===== src/rtl/core/scpf_fifo.sv =====
// small first-word-fall-through queue held in flip-flops
// no dependencies beyond its parameters
module scpf_fifo #(
   parameter int unsigned WIDTH = 8,
   parameter int unsigned DEPTH = 4
) (
   input  logic             clock,
   input  logic             reset,
   input  logic             push,
   input  logic [WIDTH-1:0] wdata,
   output logic             full,
   input  logic             pop,
   output logic [WIDTH-1:0] rdata,
   output logic             empty
);

   localparam int unsigned PTR_W = (DEPTH > 1) ? $clog2(DEPTH) : 1;
   localparam int unsigned CNT_W = $clog2(DEPTH + 1);
   localparam logic [PTR_W-1:0] LAST = PTR_W'(DEPTH - 1);

   logic [WIDTH-1:0] mem_ff [DEPTH];
   logic [PTR_W-1:0] wr_ptr_ff, wr_ptr_in, rd_ptr_ff, rd_ptr_in;
   logic [CNT_W-1:0] count_ff, count_in;
   logic             do_push, do_pop;

   assign do_push = push && !full;
   assign do_pop  = pop && !empty;
   assign full    = (count_ff == CNT_W'(DEPTH));
   assign empty   = (count_ff == '0);
   assign rdata   = mem_ff[rd_ptr_ff];

   always_comb begin
      wr_ptr_in = wr_ptr_ff;
      rd_ptr_in = rd_ptr_ff;
      count_in  = count_ff;
      if (do_push) begin
         wr_ptr_in = (wr_ptr_ff == LAST) ? '0 : wr_ptr_ff + PTR_W'(1);
      end
      if (do_pop) begin
         rd_ptr_in = (rd_ptr_ff == LAST) ? '0 : rd_ptr_ff + PTR_W'(1);
      end
      if (do_push && !do_pop) begin
         count_in = count_ff + CNT_W'(1);
      end else if (do_pop && !do_push) begin
         count_in = count_ff - CNT_W'(1);
      end
   end

   always_ff @(posedge clock) begin
      if (reset) begin
         wr_ptr_ff <= '0;
         rd_ptr_ff <= '0;
         count_ff  <= '0;
      end else begin
         wr_ptr_ff <= wr_ptr_in;
         rd_ptr_ff <= rd_ptr_in;
         count_ff  <= count_in;
      end
   end

   always_ff @(posedge clock) begin
      if (do_push) begin
         mem_ff[wr_ptr_ff] <= wdata;
      end
   end

endmodule


===== config.mk =====
export PLATFORM = sky130hd
export DESIGN_NAME = scpf_fifo
export DESIGN_NICKNAME = d
export VERILOG_FILES = /design/src/rtl/core/scpf_fifo.sv
export SDC_FILE = /design/constraint.sdc
export NUM_CORES = 1
export LEC_CHECK = 0
export ABC_CLOCK_PERIOD_IN_PS = 3100
export BUFFER_PORTS_ARGS = -buffer_cell sky130_fd_sc_hd__clkbuf_2
export CAP_MARGIN = 15
export CORE_UTILIZATION = 55
export DETAILED_ROUTE_END_ITERATION = 8
export HOLD_SLACK_MARGIN = 0.08
export PLACE_DENSITY_LB_ADDON = 0.3
export SYNTH_ARGS = -nofsm -noshare
export SYNTH_HDL_FRONTEND = slang
export SYNTH_SLANG_ARGS = --single-unit

===== constraint.sdc =====
create_clock -name clock -period 3.1 [get_ports clock]
set_input_delay 0.31 -clock clock [delete_from_list [all_inputs] [get_ports clock]]
set_output_delay 0.31 -clock clock [all_outputs]
set_load 0.02 [all_outputs]

=== Yosys cells after proc, flatten, opt, wreduce, memory -nomap -nowiden ===
Memories as Yosys holds them, arrays and structs flattened. A register that Yosys moved wholly into a read port is not among the register bits.
Index checks and enable logic that the tools add are counted.

* Reduce and logical (&&, ||, !) cells: 10
* Add/sub/neg operators: 4
* Equality and inequality tests: 3
* Mux-type cells: 8

{| class="wikitable"
|+ Operators with widths
! operator !! number
|-
| two-way mux 2 bit || 4
|-
| two-way mux 3 bit || 2
|-
| adder 2 x 1 -> 2 bit, second input constant || 2
|-
| == test 2 bit, second input constant || 2
|-
| logical AND 1 bit || 4
|-
| zero test 1 bit || 4
|-
| adder 3 x 1 -> 3 bit, second input constant || 1
|-
| == test 3 bit, second input constant || 1
|-
| zero test 3 bit || 1
|-
| subtractor 3 x 1 -> 3 bit, second input constant || 1
|-
| two-way mux 1 bit || 2
|-
| nonzero test 2 bit || 1
|}

* Logic and storage cells: 29
* Memory bits (writable): 32
* Memories kept: 1
* Output and inout port bits: 10
* Flip-flop bits (word level): 7
* Bits of input ports: 12

{| class="wikitable"
|+ Memory list
! memory !! words !! width !! rd ports !! clocked after memory_dff !! write ports !! RTL line !! text
|-
| mem_ff || 4 || 8 || 1 || 1 || 1 || 21 || <nowiki>logic [WIDTH-1:0] mem_ff [DEPTH];</nowiki>
|}

=== Logic depth before layout (Yosys ltp) ===
Gate-level depths: netlist of run 1.

* Word-level depth: 7
* Mapped depth: 10
* Depth with buffers taken out: 9

=== Worst setup path before layout of run 1 ===
Ideal clock, no wire load.

* Kind: reg-to-reg
* Start point: register count_ff[0]
* End point: register count_ff[2]
* Data arrival time: 2.124 ns
* Setup time: 0.070 ns
* Data required time: 3.030 ns
* Period minus slack after synthesis: 2.194 ns
* Cell stages (with the launch flop): 11
* Slack: 0.906 ns
* Buffers on the path: 1
* Cells stage by stage: dfxtp_1 -> or3b_1 -> buf_6 -> clkinv_4 -> nor2_2 -> ha_1 -> inv_1 -> fa_1 -> xor2_1 -> or3_2 -> a21oi_1

* Longest elaborated chain between the ends: 6
* Elaborated cells on any way between the ends: 15
* Classes of those cells: add/sub (2); eq/ne (1); mux (2); reduce/logical (10)

{| class="wikitable"
|+ RTL lines
! item !! RTL line !! text
|-
| start: declaration || 23 || <nowiki>logic [CNT_W-1:0] count_ff, count_in;</nowiki>
|-
| start signal: assignment || 57 || <nowiki>count_ff <= count_in;</nowiki>
|-
| == test 3 bit (*) || 28 || <nowiki>assign full = (count_ff == CNT_W'(DEPTH));</nowiki>
|-
| net full || 11 || <nowiki>output logic full,</nowiki>
|-
| zero test 1 bit (*) || 26 || <nowiki>assign do_push = push && !full;</nowiki>
|-
| logical AND 1 bit (*) || 26 ||
|-
| net do_push || 24 || <nowiki>logic do_push, do_pop;</nowiki>
|-
| zero test 1 bit || 44 || <nowiki>end else if (do_pop && !do_push) begin</nowiki>
|-
| logical AND 1 bit || 44 ||
|-
| nonzero test 2 bit (no source line) || - ||
|}

The timed path passes the listed nets; every way through them passes the cells marked *. The select of a mux whose other input is x is not followed.
A chain may end at the register's enable or synchronous reset.

=== Worst setup path after layout of run 1 ===
* Start point: register count_ff[0]
* End point: register count_ff[2]

* Longest elaborated chain between the ends: 6
* Elaborated cells on any way between the ends: 15
* Classes of those cells: add/sub (2); eq/ne (1); mux (2); reduce/logical (10)

{| class="wikitable"
|+ RTL lines
! item !! RTL line
|-
| == test 3 bit (*) || 28
|-
| zero test 1 bit (*) || 26
|-
| logical AND 1 bit (*) || 26
|-
| net do_push || 24
|-
| zero test 1 bit || 44
|-
| logical AND 1 bit || 44
|-
| nonzero test 2 bit (no source line) || -
|}

Marked as above.

==> results.cfg, run 1 <==
[run_status]
status = complete, but fails checks
violations = design-rule violations

[clock_tree]
cts.root.buffer_cell = clkbuf_4
cts.sinks = 41
ctsHtreeMaxLevel = 2
clk_path_buf_depth = 2
tritoncts = done
post_cts_buffers = 0
worstSkewPairLatency_ns = 0.34
cts_made_buffers = 5
hold_buffers = 0
post_cts_resized = 0
clk_pin_slew_worst_paths_ns = 0.12

[critical_path]
worst_setup_path_start_kind = flop
crit_slowest_cell = dfxtp_1
cp_max_fo = 7
critPathKind = reg -> reg
cp.arrival_ns = 2.67
worstPathRequired_ns = 3.39
crit_path_cell_trace = or3b_1, clkinv_4, nor2_2, ha_1, inv_1, fa_1, xor2_1, or3_2, a21oi_1
critical_path.endpoint_type = flop
crit_path_max_incr_delay_ns = 0.46

[logic_synthesis]
ys_ff_latch = 41
synth_compound_area_frac = 0.03042
synth_top_family_by_area = multiplexers
synthAdderAreaFrac = 0.05779
synth_top_area_frac = 0.5840
syn_nets = 111
yosys-mux-area-fraction = 0.1217
ys_warn_count = 0
synthXorXnorAreaFrac = 0.01065
syn-cell-area_sq_um = 1645
synth.area.top_cells = edfxtp_1 (58%), dfxtp_1 (11%), mux4_2 (11%)
synthSimpleGateAreaFrac = 0.05703
postSynthCellCount = 92
synthDistinctLibCells = 26
syn_avg_cell_area_sq_um = 17.88
yosysTopAreaCell = edfxtp_1
seq_area_frac_synth = 0.6935

[place]
portBuffers = 21
placed_cell_area_sq_um = 1765
place.gp.congestion = 0.7882
dp_hpwl_microns = 1731

[drt]
dr.pass1.iters = 6
postRouteAntennaNets = 0
viasPerCell = 5.743
wl_per_cell_microns = 16.67
drc = 6
wl_microns = 2467
drt_iter0_drc = 34
vias = 850

[die]
pin_count = 22
dieArea_sq_um = 3214
rows = 19
start_util = 0.5865
die_h_microns = 56.70
dieWidth_microns = 56.70
coreArea_sq_um = 2805

[finish]
layout-drive-gt1-share = 0.3932
utilization = 0.6543
finalInstanceArea_sq_um = 1836
antenna_cells = 0
layout_commonest_cell = edfxtp_1
area_growth_pct = 11.56
layout.nets = 135
n_fill_cell = 212
final_cell_mix = edfxtp_1 (32), clkbuf_2 (21), dfxtp_1 (9)

[timing]
fmax_mhz = 420.1
hold_violations = 0
tightest_slew_ns = 0.5564
timing.final.crit_period_ns = 2.380
hold_slack_ns = 0.1854
rsz0062_at_grt = false
fin_skew_ns = 0.01192
finalSetupTns_ns = 0
setup_viol_count_final = 0
min_period_over_period = 0.7679
slew_headroom = 0.6286
slew_viol_final = 0

[pwr]
p_leak_uw = 0.0006909
p_per_area_nw_per_um2 = 774.8
ir_drop_mv = 0.4353

[global_route]
grt_first_pass_wirelength_microns = 3946
antenna_found_initial = 0
grt_usage = 0.1756
grt_pass1_vias = 841
grt.overflow.total = 0
grt_max_degree = 13

[worst_hold_path]
min_path_type = in -> reg

[job]
drv_cap = 0
[layout make-up]
class,instances,area [sq um],share of cell area
repair buffers,21,105.1,0.05726
clock inverters,1,5.005,0.002727
flip-flops and latches,41,1141,0.6217
clock buffers,7,65.06,0.03545
well taps,31,38.79,0.02113
inverters,5,23.77,0.01295
multi-input cells,42,456.7,0.2488
[synth_stat cells]
master and count:
inv_1 4, a21oi_1 3, buf_6 1, dfxtp_1 9, nor2_1 3, nand2_1 1
xor2_1 2, or3_1 1, clkinv_4 1, edfxtp_1 32, mux4_2 8, nor2_2 1
fa_1 1, clkbuf_1 1, o21ai_0 1, ha_1 6, and3_2 4, o31ai_2 2
buf_1 1, or3b_1 1, or3_2 1, nand3_1 2, buf_2 1, mux2i_1 2
nor3_1 2, o21ai_1 1
[where the power goes]
part,total (uW),internal [uW],switching (uW),leakage [uW]
Clock,295,132,163,0.0000413
Sequential,738,670,68.0,0.000367
Combinational,390,179,211,0.000282
[stage by stage]
stage,total power [uW],cells,worst slack (ns)
after global placement,1123,140,0.8263
after CTS,1433,148,0.6933
after floorplan,1035,92,0.9061
after detailed placement,1144,140,0.7115
after global routing,1490,148,0.5777
final,1422,148,0.7195
[sequential cells by signal, summed over array words and instances (netlist names), named ones only]
signal	flops
rd_ptr_ff	2
mem_ff	32
count_ff	3
wr_ptr_ff	2
[metal layers]
layer / vias to the layer above / track usage / part of all wire
met5: - / 0 / 0
met4: 0 / 0.06429 / 0.019
met3: 6 / 0.06452 / 0.053
met2: 26 / 0.3027 / 0.51
met1: 420 / 0.1990 / 0.42
li1: 398 / - / -
[logic make-up (layout without fill, tap and decap cells)]
family	after synthesis	in the layout
DFF	41	41
and+or+nand+nor	16	16
muxes	10	10
buffers and inverters	9	34
adders and majority gates	7	7
AOI/OAI and AO/OA	7	7
xor gates and xnor gates	2	2
[path summary, 6_finish.rpt]
kind / from / end / slack [ns] / depth (start not counted)
setup / recovery: count_ff[0] / count_ff[2] / 0.72 / 9
hold reg to reg: rd_ptr_ff[0] / flop / 0.53 / 2
setup reg to reg: count_ff[0] / count_ff[2] / 0.72 / 9
hold / removal: wdata[2] / mem_ff[3][2] / 0.19 / 1
[worst max-delay path: cells and delay by family, from the launching register on]
family | cells | cell delay, ns
adder cells (fa/ha/maj) | 2 | 0.57
XOR/XNOR | 1 | 0.16
AO/OA/AOI/OAI | 1 | 0.14
buffers and inverters | 2 | 0.16
flip-flops | 1 | 0.46
AND/OR/NAND/NOR | 3 | 0.85
(Power assumes the default switching activity.)
==> run 2: changes to the inputs <==
--- a/config.mk
+++ b/config.mk
@@ -5,7 +5,7 @@
 export SDC_FILE = /design/constraint.sdc
 export NUM_CORES = 1
 export LEC_CHECK = 0
-export ABC_CLOCK_PERIOD_IN_PS = 3100
+export ABC_CLOCK_PERIOD_IN_PS = 2400
 export BUFFER_PORTS_ARGS = -buffer_cell sky130_fd_sc_hd__clkbuf_2
 export CAP_MARGIN = 15
 export CORE_UTILIZATION = 55
==> constraint.sdc (replaced) <==
create_clock -name clock -period 2.4 [get_ports clock]
set_input_delay 0.24 -clock clock [delete_from_list [all_inputs] [get_ports clock]]
set_output_delay 0.24 -clock clock [all_outputs]
set_load 0.02 [all_outputs]
==> results.cfg, run 2 (synthesis gave the netlist of run 1 again) <==
[clock_tree]
ctsHtreeMaxLevel = 2
post_cts_buffers = 0
worstSkewPairLatency_ns = 0.35
cts.sinks = 41
clk_pin_slew_worst_paths_ns = 0.12
tritoncts = done
hold_buffers = 0
clk_path_buf_depth = 2
cts_made_buffers = 5
cts.root.buffer_cell = clkbuf_4

[finish]
antenna_cells = 0
top_regs = mem_ff (32), count_ff (3)
area_growth_pct = 13.84
layout_commonest_cell = edfxtp_1
layout.nets = 136
largest_register = mem_ff
layout-drive-gt1-share = 0.4153
largest_reg_flops = 32
final_cell_mix = edfxtp_1 (32), clkbuf_2 (21), mux4_2 (8)

[timing]
fin_skew_ns = 0.009257
setup_viol_count_final = 0
finalSetupTns_ns = 0
hold_violations = 0
slew_viol_final = 0
slew_headroom = 0.6497
timing.final.crit_period_ns = 2.227
layout_setup_ws_ns = 0.1726
min_period_over_period = 0.9281
fmax_mhz = 449.0
tightest_slew_ns = 0.5248
rsz0062_at_grt = false

[drt]
wl_per_cell_microns = 16.54
dr.pass1.iters = 6
drt_iter0_drc = 38
postRouteAntennaNets = 0
vias = 851
wl_microns = 2464
drc = 6
viasPerCell = 5.711

[place]
place.gp.congestion = 0.7674
portBuffers = 21
dp_hpwl_microns = 1738
place_ws_ns = 0.1331

[critical_path]
crit_slowest_cell = o31ai_2
cp.arrival_ns = 2.52
crit_path_cell_trace = o31ai_2, ha_1, inv_1, fa_1, xor2_1, or3_2, a21oi_1
critPathKind = reg -> reg
path_buf_inv = 1
critical_path.endpoint_type = flop
worst_setup_path_start_kind = flop
crit_path_max_incr_delay_ns = 0.40
worstPathRequired_ns = 2.69
cp_max_fo = 5
critPathTopFamily = adder cells

[die]
rows = 19
start_util = 0.5865
die_h_microns = 56.70
dieArea_sq_um = 3214
coreArea_sq_um = 2805
dieWidth_microns = 56.70
pin_count = 22

[pwr]
ir_drop_mv = 0.7467
finalPower_uw = 1959
p_per_area_nw_per_um2 = 1046
p_leak_uw = 0.0007079

[global_route]
grt_usage = 0.1794
grt.overflow.total = 0
grt_pass1_vias = 846
antenna_found_initial = 0
grt_first_pass_wirelength_microns = 4064
grt_max_degree = 14

[run_status]
status = complete, but fails checks
violations = design-rule violations

[worst_hold_path]
min_path_type = in -> reg

[job]
drv_cap = 0
## run 2: changes by cell type in the layout (fill, tap and decap cells not counted), sizes merged
cell and change:
buf +1, bufinv +1, clkbuf -1
## run 2: where the power goes
part	leakage, uW	internal (uW)	switching, uW	total [uW]
Sequential	0.000368	868	84.5	952
Combinational	0.000287	236	273	509
Clock	0.0000534	281	217	497
## run 2: per-layer routing
metal | wire, microns | part of all wire | global-route usage
met1 | 1027 | 0.42 | 0.2206
met3 | 145 | 0.059 | 0.07373
met4 | 46 | 0.019 | 0.06429
met5 | 0 | 0 | 0
met2 | 1245 | 0.51 | 0.2857
## run 2: final timing paths
kind | startpoint | endpoint | slack (ns) | cells after the start
setup / recovery | count_ff[1] | count_ff[2] | 0.17 | 7
hold reg to reg | wr_ptr_ff[1] | wr_ptr_ff[1] | 0.53 | 2
hold / removal | wdata[7] | mem_ff[2][7] | 0.11 | 1
setup reg to reg | count_ff[1] | count_ff[2] | 0.17 | 7
## run 2: metrics by stage
stage | util | area, sq um | hold slack [ns] | instances
6_report | 0.6677 | 1873 | 0.1128 | 149
3_3_place_gp | 0.6320 | 1773 | 0.4541 | 141
2_1_floorplan | - | 1645 | 0.3389 | 92
4_1_cts | 0.6668 | 1871 | 0.09762 | 149
3_5_place_dp | 0.6320 | 1773 | 0.4663 | 141
5_1_grt | 0.6677 | 1873 | 0.08686 | 149
## run 2: what timing repair did
action	CTS	global route
hold endpoints to repair	0	0
setup endpoints to repair	0	1
gates resized for setup	0	2
## run 2: area by class of cell
cell class,count,area (sq um)
clock buffer,6,62.56
sequential,41,1144
multi-input combinational,42,456.7
clock inverter,2,35.03
fill,200,932.1
tap,31,38.79
inverter,5,23.77
timing repair buffer,22,112.6
